File: src/rtl/core/wsd_pkg.sv
`default_nettype none
// ----------------------------------------------------------------------------
// wsd_pkg
// shared types and codes for the websocket frame deframer
// ----------------------------------------------------------------------------
package wsd_pkg;

  typedef enum logic [1:0] {
    ST_OK     = 2'd0,
    ST_OPCODE = 2'd1,
    ST_LEN64  = 2'd2,
    ST_TRUNC  = 2'd3
  } status_t;

  localparam logic [3:0] OPCODE_TEXT = 4'h1;
  localparam logic [6:0] LEN7_EXT16 = 7'd126;
  localparam logic [6:0] LEN7_EXT64 = 7'd127;

  typedef struct packed {
    logic [7:0]  out_byte;
    logic        byte_valid;
    logic        last;
    status_t     status;
    logic [15:0] frame_length;
  } wsd_result_t;

endpackage
`default_nettype wire

File: src/rtl/core/wsd_parse.sv
`default_nettype none
// ----------------------------------------------------------------------------
// wsd_parse
// header state machine and payload unmasking, one byte per transfer
// ----------------------------------------------------------------------------
module wsd_parse (
  input  wire logic                 clk,
  input  wire logic                 rst,
  input  wire logic                 accept,
  input  wire logic [7:0]           data_byte,
  input  wire logic                 end_of_buffer,
  output wsd_pkg::wsd_result_t      res,
  output logic                      res_valid
);
  import wsd_pkg::*;

  typedef enum logic [2:0] {
    PH_HDR0,
    PH_HDR1,
    PH_EXTHI,
    PH_EXTLO,
    PH_KEY,
    PH_DATA,
    PH_DRAIN
  } phase_t;

  phase_t      phase, phase_next;
  logic        masked, masked_next;
  logic [31:0] mask_key, mask_key_next;
  logic [1:0]  key_bytes_seen, key_bytes_seen_next;
  logic [15:0] remaining_length, remaining_length_next;
  logic [15:0] total_length, total_length_next;
  logic [1:0]  key_index, key_index_next;
  logic [3:0]  opcode_seen, opcode_seen_next;

  always_comb begin
    logic [6:0] len7;
    logic       hdr_end;
    len7 = data_byte[6:0];
    hdr_end = 1'b0;

    phase_next            = phase;
    masked_next           = masked;
    mask_key_next         = mask_key;
    key_bytes_seen_next   = key_bytes_seen;
    remaining_length_next = remaining_length;
    total_length_next     = total_length;
    key_index_next        = key_index;
    opcode_seen_next      = opcode_seen;

    res.out_byte     = '0;
    res.byte_valid   = 1'b0;
    res.last         = 1'b0;
    res.status       = ST_OK;
    res.frame_length = '0;

    unique case (phase)
      PH_HDR0: begin
        opcode_seen_next      = data_byte[3:0];
        masked_next           = 1'b0;
        mask_key_next         = '0;
        key_bytes_seen_next   = '0;
        key_index_next        = '0;
        total_length_next     = '0;
        remaining_length_next = '0;
        phase_next            = PH_HDR1;
      end
      PH_HDR1: begin
        masked_next = data_byte[7];
        if (opcode_seen != OPCODE_TEXT) begin
          res.last   = 1'b1;
          res.status = ST_OPCODE;
          phase_next = PH_DRAIN;
        end else if (len7 == LEN7_EXT64) begin
          res.last   = 1'b1;
          res.status = ST_LEN64;
          phase_next = PH_DRAIN;
        end else if (len7 == LEN7_EXT16) begin
          phase_next = PH_EXTHI;
        end else begin
          total_length_next = {9'd0, len7};
          hdr_end = 1'b1;
        end
      end
      PH_EXTHI: begin
        total_length_next = {data_byte, 8'd0};
        phase_next        = PH_EXTLO;
      end
      PH_EXTLO: begin
        total_length_next = {total_length[15:8], data_byte};
        hdr_end = 1'b1;
      end
      PH_KEY: begin
        mask_key_next       = mask_key | ({24'd0, data_byte} << {key_bytes_seen, 3'b000});
        key_bytes_seen_next = key_bytes_seen + 2'd1;
        if (key_bytes_seen == 2'd3) begin
          remaining_length_next = total_length;
          key_index_next        = '0;
          if (total_length == '0) begin
            res.last   = 1'b1;
            phase_next = PH_DRAIN;
          end else begin
            phase_next = PH_DATA;
          end
        end
      end
      PH_DATA: begin
        res.out_byte          = data_byte ^ mask_key[{key_index, 3'b000} +: 8];
        res.byte_valid        = 1'b1;
        key_index_next        = key_index + 2'd1;
        remaining_length_next = remaining_length - 16'd1;
        if (remaining_length_next == '0) begin
          res.last         = 1'b1;
          res.frame_length = total_length;
          phase_next       = PH_DRAIN;
        end
      end
      PH_DRAIN: begin
        phase_next = PH_DRAIN;
      end
      default: begin
        phase_next = PH_DRAIN;
      end
    endcase

    // header complete: key bytes next, straight to payload, or done if the payload is empty
    if (hdr_end) begin
      if (masked_next) begin
        key_bytes_seen_next = '0;
        phase_next          = PH_KEY;
      end else begin
        remaining_length_next = total_length_next;
        key_index_next        = '0;
        if (total_length_next == '0) begin
          res.last   = 1'b1;
          phase_next = PH_DRAIN;
        end else begin
          phase_next = PH_DATA;
        end
      end
    end

    // end of buffer rearms; an unfinished frame is truncated
    if (end_of_buffer) begin
      if (phase_next != PH_DRAIN) begin
        res.last         = 1'b1;
        res.status       = ST_TRUNC;
        res.frame_length = '0;
      end
      phase_next = PH_HDR0;
    end

    res_valid = accept && (res.byte_valid || res.last);
  end

  always_ff @(posedge clk) begin
    if (rst) begin
      phase            <= PH_HDR0;
      masked           <= 1'b0;
      mask_key         <= '0;
      key_bytes_seen   <= '0;
      remaining_length <= '0;
      total_length     <= '0;
      key_index        <= '0;
      opcode_seen      <= '0;
    end else if (accept) begin
      phase            <= phase_next;
      masked           <= masked_next;
      mask_key         <= mask_key_next;
      key_bytes_seen   <= key_bytes_seen_next;
      remaining_length <= remaining_length_next;
      total_length     <= total_length_next;
      key_index        <= key_index_next;
      opcode_seen      <= opcode_seen_next;
    end
  end

  a_last_ends_frame: assert property (@(posedge clk) disable iff (rst)
    res_valid && res.last |=> phase == PH_DRAIN || phase == PH_HDR0)
    else $error("frame not closed after final result");

  a_drain_silent: assert property (@(posedge clk) disable iff (rst)
    accept && phase == PH_DRAIN && !end_of_buffer |-> !res_valid)
    else $error("result while draining");

  a_eob_rearms: assert property (@(posedge clk) disable iff (rst)
    accept && end_of_buffer |=> phase == PH_HDR0)
    else $error("parser not rearmed at end of buffer");

  a_error_final: assert property (@(posedge clk) disable iff (rst)
    res_valid && res.status != ST_OK |-> res.last && res.frame_length == '0)
    else $error("error status on non-final result");

endmodule
`default_nettype wire

File: src/rtl/core/wsd_out_buf.sv
`default_nettype none
// ----------------------------------------------------------------------------
// wsd_out_buf
// result register with a skid entry that takes one more result under stall
// ----------------------------------------------------------------------------
module wsd_out_buf (
  input  wire logic                 clk,
  input  wire logic                 rst,
  input  wire logic                 push,
  input  wsd_pkg::wsd_result_t      push_data,
  output logic                      full,
  output logic                      out_valid,
  input  wire logic                 out_stall,
  output wsd_pkg::wsd_result_t      out_data
);
  import wsd_pkg::*;

  logic        main_valid;
  logic        skid_valid;
  wsd_result_t main_data;
  wsd_result_t skid_data;
  logic        pop;

  assign pop       = main_valid && !out_stall;
  assign full      = skid_valid;
  assign out_valid = main_valid;
  assign out_data  = main_data;

  always_ff @(posedge clk) begin
    if (rst) begin
      main_valid <= 1'b0;
      skid_valid <= 1'b0;
    end else if (skid_valid) begin
      if (pop) begin
        main_data  <= skid_data;
        skid_valid <= 1'b0;
      end
    end else if (push) begin
      if (!main_valid || pop) begin
        main_data  <= push_data;
        main_valid <= 1'b1;
      end else begin
        skid_data  <= push_data;
        skid_valid <= 1'b1;
      end
    end else if (pop) begin
      main_valid <= 1'b0;
    end
  end

  a_skid_behind_main: assert property (@(posedge clk) disable iff (rst)
    skid_valid |-> main_valid)
    else $error("skid entry without result entry");

  a_no_push_when_full: assert property (@(posedge clk) disable iff (rst)
    skid_valid && !pop |=> skid_valid && main_valid)
    else $error("buffered result lost");

  a_pop_refills: assert property (@(posedge clk) disable iff (rst)
    skid_valid && pop |=> main_valid && !skid_valid)
    else $error("skid entry not moved to result entry");

endmodule
`default_nettype wire

File: src/rtl/core/websocket_frame_deframer_unit.sv
`default_nettype none
// ----------------------------------------------------------------------------
// websocket_frame_deframer_unit
// parses one websocket text frame per buffer and unmasks its payload bytes
// ----------------------------------------------------------------------------
//   channel   ports                                          direction
//   input     in_valid, in_stall, data_byte, end_of_buffer   in, stall out
//   result    out_valid, out_stall, out_byte, byte_valid,    out, stall in
//             last, status, frame_length
//
// one byte per cycle while in_stall is low; each result is registered in the result buffer
// header state lives in the parser registers, the result in a two-entry buffer
// in_stall rises only when both result entries are held by out_stall
// synchronous reset returns the parser to the first header byte
// ----------------------------------------------------------------------------
module websocket_frame_deframer_unit (
  input  wire logic        clk,
  input  wire logic        rst,
  input  wire logic        in_valid,
  output logic             in_stall,
  input  wire logic [7:0]  data_byte,
  input  wire logic        end_of_buffer,
  output logic             out_valid,
  input  wire logic        out_stall,
  output logic [7:0]       out_byte,
  output logic             byte_valid,
  output logic             last,
  output logic [1:0]       status,
  output logic [15:0]      frame_length
);
  import wsd_pkg::*;

  logic        accept;
  logic        res_valid;
  logic        buf_full;
  wsd_result_t res;
  wsd_result_t out_data;

  assign in_stall = buf_full;
  assign accept   = in_valid && !buf_full;

  wsd_parse u_parse (
    .clk           (clk),
    .rst           (rst),
    .accept        (accept),
    .data_byte     (data_byte),
    .end_of_buffer (end_of_buffer),
    .res           (res),
    .res_valid     (res_valid)
  );

  wsd_out_buf u_out_buf (
    .clk       (clk),
    .rst       (rst),
    .push      (res_valid),
    .push_data (res),
    .full      (buf_full),
    .out_valid (out_valid),
    .out_stall (out_stall),
    .out_data  (out_data)
  );

  assign out_byte     = out_data.out_byte;
  assign byte_valid   = out_data.byte_valid;
  assign last         = out_data.last;
  assign status       = out_data.status;
  assign frame_length = out_data.frame_length;

endmodule
`default_nettype wire

File: config.mk
export PLATFORM = sky130hd
export DESIGN_NAME = websocket_frame_deframer_unit
export DESIGN_NICKNAME = d
export VERILOG_FILES = /design/src/rtl/core/wsd_pkg.sv /design/src/rtl/core/wsd_parse.sv /design/src/rtl/core/wsd_out_buf.sv /design/src/rtl/core/websocket_frame_deframer_unit.sv
export SDC_FILE = /design/constraint.sdc
export NUM_CORES = 1
export LEC_CHECK = 0
export ABC_AREA = 1
export BUFFER_PORTS_ARGS = -buffer_cell sky130_fd_sc_hd__buf_2
export CAP_MARGIN = 30
export CORE_MARGIN = 5
export CORE_UTILIZATION = 50
export DETAILED_ROUTE_END_ITERATION = 8
export GPL_ROUTABILITY_DRIVEN = 0
export PLACE_DENSITY = 0.79
export SYNTH_ARGS = -nofsm -noshare
export SYNTH_HDL_FRONTEND = slang
export SYNTH_SLANG_ARGS = --single-unit
File: constraint.sdc
create_clock -name clk -period 3.5 [get_ports clk]
set_input_delay 0.175 -clock clk [delete_from_list [all_inputs] [get_ports clk]]
set_output_delay 0.175 -clock clk [all_outputs]
set_load 0.02 [all_outputs]
* After elaboration in Yosys (flattened, before gate mapping)
Cells that the tools add are included.
Storage, ports and cells: output and inout port bits 30, word-level logic and storage cells 121, input port bits 13, register bits 134
Operators by class: shift-type cells 2, reductions and logical operators 21, multiplexer cells 58, $add $sub $neg 3, bitwise logic cells 5, equal/unequal tests 12
Operators by type and width (number):
- $mux W16 | 8
- $mux W28 | 4
- $pmux W16 S4 | 1
- $pmux W32 S2 | 1
- $logic_not A16 Y1 | 3
- $pmux W16 S3 | 1
- $mux W19 | 2
- $or A32 B32 Y32 | 1
- $shiftx A32 B6 Y8 | 1
- $shl A8 B5 Y32 | 1
- $mux W3 | 10
- $pmux W3 S6 | 1
- $mux W1 | 16
- $mux W2 | 8
- $sub A16 B1 Y16 const B | 1
- $eq A7 B7 Y1 const B | 2
- $mux W9 | 1
- $reduce_and A4 Y1 | 2
- $reduce_bool A2 Y1 | 4
- $xor A8 B8 Y8 | 1
- $eq A3 B2 Y1 const B | 2
- $eq A3 B3 Y1 const B | 2
- $pmux W2 S3 | 1
- $add A2 B1 Y2 const B | 2
- other kinds (16) | 25

* Depth between registers and ports, before layout
depth after elaboration 16, depth in mapped cells 18, gate-level depth less buffers 18

* By module
A second synthesis with hierarchy kept.
Second synthesis, totals: cells, all modules 932, area, all modules 6874.1 um^2
By module, submodules not included:
- wsd_parse | cells an instance 760, instances 1, seq. area each 1521.5 um^2, area each 4710.8 um^2
- wsd_out_buf | cells an instance 170, instances 1, seq. area each 1721.7 um^2, area each 2153.3 um^2
- websocket_frame_deframer_unit | cells an instance 2, instances 1, seq. area each 0.0 um^2, area each 10.0 um^2

* Least setup slack after synthesis
Ideal clock, no wire load.
path kind reg2reg, from register u_parse.remaining_length[0], to register u_out_buf.skid_data[0] in the netlist's numbering, enable pin, setup slack 0.153 ns, cell stages (with the launch flop) 19, arrival 2.934 ns, library setup time 0.413 ns, period minus slack after synthesis 3.347 ns, buffers on the path 0, data required time 3.087 ns, cells stage by stage dfxtp_1 inv_1 ha_1 nand2_4 nor2_1 nand2_1 nand2_1 nand2_1 nor2_1 nand2_1 nor2_2 nand3_1 nand2_1 nor2_1 nand2_1 nand2_2 nand3_2 nand2_4 nor2_1
On the way: longest elaborated chain between the ends 12, elaborated cells on any way between the ends 16, those cells by class add/sub (1); eq/ne (1); mux (10); reduce/logical (4)
RTL lines:
- from (decl) | RTL line wsd_parse.sv:31 | logic [15:0] remaining_length, remaining_length_next;
- from (signal assigned) | RTL line wsd_parse.sv:171 | remaining_length <= remaining_length_next;
- $sub A16 B1 Y16 (*) | RTL line wsd_parse.sv:111 | remaining_length_next = remaining_length - 16'd1;
- $logic_not A16 Y1 (*) | RTL line wsd_parse.sv:112 | if (remaining_length_next == '0) begin
- $mux W1 | RTL line wsd_parse.sv:112
- $pmux W1 S3 | RTL line wsd_parse.sv:57 | unique case (phase)
- $mux W1 | RTL line wsd_parse.sv:134 | if (total_length_next == '0) begin
- $mux W1 | RTL line wsd_parse.sv:128 | if (masked_next) begin
- $mux W1 | RTL line wsd_parse.sv:127 | if (hdr_end) begin
- $mux W19 | RTL line wsd_parse.sv:145 | if (phase_next != PH_DRAIN) begin
- $mux W19 (*) | RTL line wsd_parse.sv:144 | if (end_of_buffer) begin
- $logic_or A1 B1 Y1 (*) | RTL line wsd_parse.sv:153 | res_valid = accept && (res.byte_valid || res.last);
- $logic_and A1 B1 Y1 (*) | RTL line wsd_parse.sv:153
- $reduce_and A4 Y1 (no line) (*)
- to (signal assigned) | RTL line wsd_out_buf.sv:43 | skid_data <= push_data;
- to (decl) | RTL line wsd_out_buf.sv:21 | wsd_result_t skid_data;
Mark *: on every way between the ends. The rest lies on a longest branch, timed or not. A chain may end at the register's enable or synchronous reset.

* Worst setup path in the final report
from register u_parse.phase[0], to register u_out_buf.main_data, in the netlist u_out_buf.out_data[27], enable pin
On the way: longest elaborated chain between the ends 13, elaborated cells on any way between the ends 31, those cells by class eq/ne (6); mux (19); reduce/logical (6)
RTL lines:
- from (decl) | RTL line wsd_parse.sv:27 | phase_t phase, phase_next;
- from (signal assigned) | RTL line wsd_parse.sv:167 | phase <= phase_next;
- $eq A3 B2 Y1 (tied with other cells) | RTL line wsd_parse.sv:57
- $pmux W16 S4 | RTL line wsd_parse.sv:57
- $logic_not A16 Y1 | RTL line wsd_parse.sv:134
- $mux W2 | RTL line wsd_parse.sv:134
- $mux W3 | RTL line wsd_parse.sv:128
- $mux W3 | RTL line wsd_parse.sv:127
- $ne A3 B3 Y1 | RTL line wsd_parse.sv:145
- $mux W19 | RTL line wsd_parse.sv:145
- $mux W19 | RTL line wsd_parse.sv:144
- $logic_or A1 B1 Y1 (*) | RTL line wsd_parse.sv:153
- $logic_and A1 B1 Y1 (*) | RTL line wsd_parse.sv:153
- $reduce_bool A2 Y1 (no line) (*)
- $reduce_and A4 Y1 (no line) (*)
- to (signal assigned) | RTL line wsd_out_buf.sv:35 | main_data <= skid_data;
- to (signal assigned) | RTL line wsd_out_buf.sv:40 | main_data <= push_data;
- to (decl) | RTL line wsd_out_buf.sv:20 | wsd_result_t main_data;
Marked as above.

==> metrics.md <==
| Metric | Value |
|---|---|
| CTS tree | built |
| 1st-iter DRT viols | 847 |
| Seq cells post-synth | 134 |
| Worst Hold End | u_out_buf.out_valid |
| Arrival time at the worst endpoint | 3.04 ns |
| Post-DR vias/cell | 5.65 |
| Row cnt | 43 |
| Initial antenna violation count | 0 |
| Relative slew slack | 0.302 |
| Largest area contributor in the netlist | edfxtp_1 |
| Crit share post-route | 0.848 |
| Setup crit start kind | flip-flop |
| Remaining DRCs | 0 |
| Layout area overhead | 14.1% |
| Final TNS setup | 0 ns |
| Least-Margin Pin Slew | 1.05 ns |
| Share of cells above drive strength 1 | 0.137 |
| Critical Path End Type | flip-flop |
| Max Slew Vio Count | 0 |
| Synth Area per Inst | 7.48 um^2 |
| DP HPWL | 13.0 mm |
| RR Endpoint | u_out_buf.out_data[27] |
| WP data required | 3.57 ns |
| Top-area cell type share of the netlist area | 0.238 |
| Hold Path Origin | out_stall |
| Clk buf depth | 2 |
| Reg2reg start | u_parse.phase[0] |
| Post-CTS Hold Fix Bufs | 0 |
| Post-Syn Instances | 945 |
| Diodes inserted | 0 |
| Cell with the most instances after synthesis | nand2_1 |
| Total Power | 3.90 mW |
| I/O pins | 43 |
| FF/Latch Area | 3240 um^2 |
| Final cell count without fillers | 1173 |
| Primary FF master, synth | dfxtp_1 |
| Largest net degree at the start of global routing | 47 |
| Synth Net Count | 961 |
| Filler cells | 1238 |
| Area contributors post-synth | edfxtp_1 24%, dfxtp_1 22%, nand2_1 11% |
| Remaining Overflow, GRT | 0 |
| Die height | 129 um |
| PwrDens | 483 nW/um^2 |
| Cell Area, Placed | 7450 um^2 |
| Crit path kind | flip-flop to flip-flop |
| PortBufs | 42 |
| CTS sink count | 134 |
| WL final | 19.3 mm |
| CTS Buf Count | 17 |
| Full die area | 16600 um^2 |
| MaxCap Viol Count | 0 |
| Post-synth ARST share | 0 |
| Placed insts | 1141 |
| Status | complete, no violations |
| Post-cts resize count | 0 |
| Clock slew at reported path FFs | 0.06 ns |
| Mapped Area | 7070 um^2 |
| Commonest cells in the netlist | 213 x nand2_1, 127 x inv_1, 110 x nor2_1, 106 x a21oi_1, 78 x dfxtp_1 |
| Worst-path fanout max | 28 |
| Crit path cell chain | nand2_2 -> nor2_4 -> inv_1 -> o21ai_1 -> inv_1 -> nor2_4 -> nand3_1 -> nand2_1 -> nand2_2 -> nand3_2 -> nand2_4 -> a21oi_2 -> buf_4 |
| H-tree depth | 4 |
| Min-Delay Path Depth | 3 |
| Slowest stage delay, CP | 0.50 ns |
| Clk_lat worst skew | 0.42 ns |
| Post-synth cell types | 45 |
| Initial core utilization | 0.510 |
| All-layer global routing usage | 0.235 |
| Leakage power | 3.39 nW |
| Seq/Total Area, Yosys | 0.459 |
| Area of the core | 13900 um^2 |
| Crit path max-delay family | simple AND/OR/NAND/NOR gates |
| Worst Clk Skew | 0.0101 ns |
| Root buf cell | clkbuf_16 |
| Buf+Inv Stages, Crit Path | 3 |
| RSZ-0062 raised after global routing | false |
| Min Tclk post-route | 2.97 ns |
| Hold Violations, Final | 0 |
| Worst-case reg-to-reg path depth | 13 |
| Total Nets Final | 996 |
| Drt first pass iters | 5 |
| Critical-path top delay cell | dfxtp_1 |
| Fmax | 337 MHz |
| WL/cell | 16.5 um |
| Vias in the first global route | 5942 |
| EDFF count, synth | 56 |
| Maximum VDD drop | 0.335 mV |
| Die width | 129 um |
| Hold WC Path Type | input pin to flip-flop |
| ANT nets after route | 0 |
| Final setup viols | 0 |
| Global-route wire length before repair | 30.9 mm |
| Buffers inserted by post-CTS timing repair | 0 |
| YS warnings | 0 |
| Multi-input logic area | 3150 um^2 |
| Final instance area | 8070 um^2 |
| Reg-to-reg slack, setup | 0.53 ns |
| Vias post-DR | 6629 |
[cell type report]
type / instances / area share
inverter: 133 / 0.0619
clock buffer: 18 / 0.0532
clock inverter: 14 / 0.0243
timing repair buffer: 58 / 0.0409
multi-input combinational: 636 / 0.390
sequential: 134 / 0.402
tap: 180 / 0.0279
[worst register-to-register path: cells and delay by family, from the launching register on]
kind,cells,cell delay [ns]
AND/OR/NAND/NOR,8,1.12
buffers and inverters,3,0.60
flip-flops,1,0.50
AO/OA/AOI/OAI,2,0.39
[power by group]
part | internal [mW] | switching (mW) | total [mW]
combinational | 0.0836 | 0.238 | 0.322
sequential | 1.66 | 0.0223 | 1.68
clock | 1.20 | 0.695 | 1.89
[cells in the final DEF (no fill, tap or decap), drive strengths merged, types with 8 or more instances in the layout]
cell / count
inv: 134
nand3: 35
o21ai: 68
buf: 58
o221ai: 8
dfxtp: 78
o211ai: 8
clkbuf: 18
nor2: 130
edfxtp: 56
a21oi: 109
o41ai: 13
nand2: 223
[through the flow]
| step | utilization | setup slack [ns] | hold slack (ns) |
|---|---|---|---|
| 2_1_floorplan | - | 0.153 | 0.367 |
| 3_3_place_gp | 0.536 | 0.680 | 0.439 |
| 3_5_place_dp | 0.536 | 0.597 | 0.443 |
| 4_1_cts | 0.581 | 0.585 | 0.129 |
| 5_1_grt | 0.581 | 0.348 | 0.153 |
| 6_report | 0.581 | 0.532 | 0.148 |
[kinds of logic after synthesis]
kind of cell	Yosys count	share of synthesized area
adder cells (fa/ha/maj)	3	0.00531
AND/OR/NAND/NOR	404	0.249
flip-flops	134	0.459
buffers and inverters	175	0.0973
XOR/XNOR	5	0.00619
AO/OA/AOI/OAI	224	0.183
[flip-flops by register name, summed over array words and instances (netlist names)]
register	cells
u_parse.remaining_length	16
u_parse.opcode_seen	4
u_parse.mask_key	32
u_parse.key_bytes_seen	2
u_parse.key_index	2
u_parse.phase	3
u_parse.masked	1
u_out_buf.out_valid	1
u_out_buf.full	1
u_out_buf.out_data	28
u_out_buf.skid_data	28
u_parse.total_length	16
[how the worst max path moves through the flow]
stage / start / to / cells past startpoint
final: u_parse.phase[0] / u_out_buf.out_data[27] / 13
after global placement: u_parse.phase[0] / u_out_buf.out_data[1] / 13
after floorplan: u_parse.remaining_length[0] / u_out_buf.skid_data[0] / 18
after CTS: u_parse.phase[0] / u_out_buf.out_data[17] / 13
after detailed placement: u_parse.phase[0] / u_out_buf.out_data[2] / 13
after global routing: u_parse.phase[0] / u_out_buf.out_data[27] / 13
[routing by layer]
layer	share of wire	vias to the layer above	track usage	routed length [um]
met2	0.46	400	0.368	8910
met3	0.11	28	0.0461	2110
li1	-	3181	-	-
met5	0	-	0	0
met4	0.015	0	0.0716	284
met1	0.42	3020	0.331	8040
No activity file was read; power rests on OpenSTA's default activity.
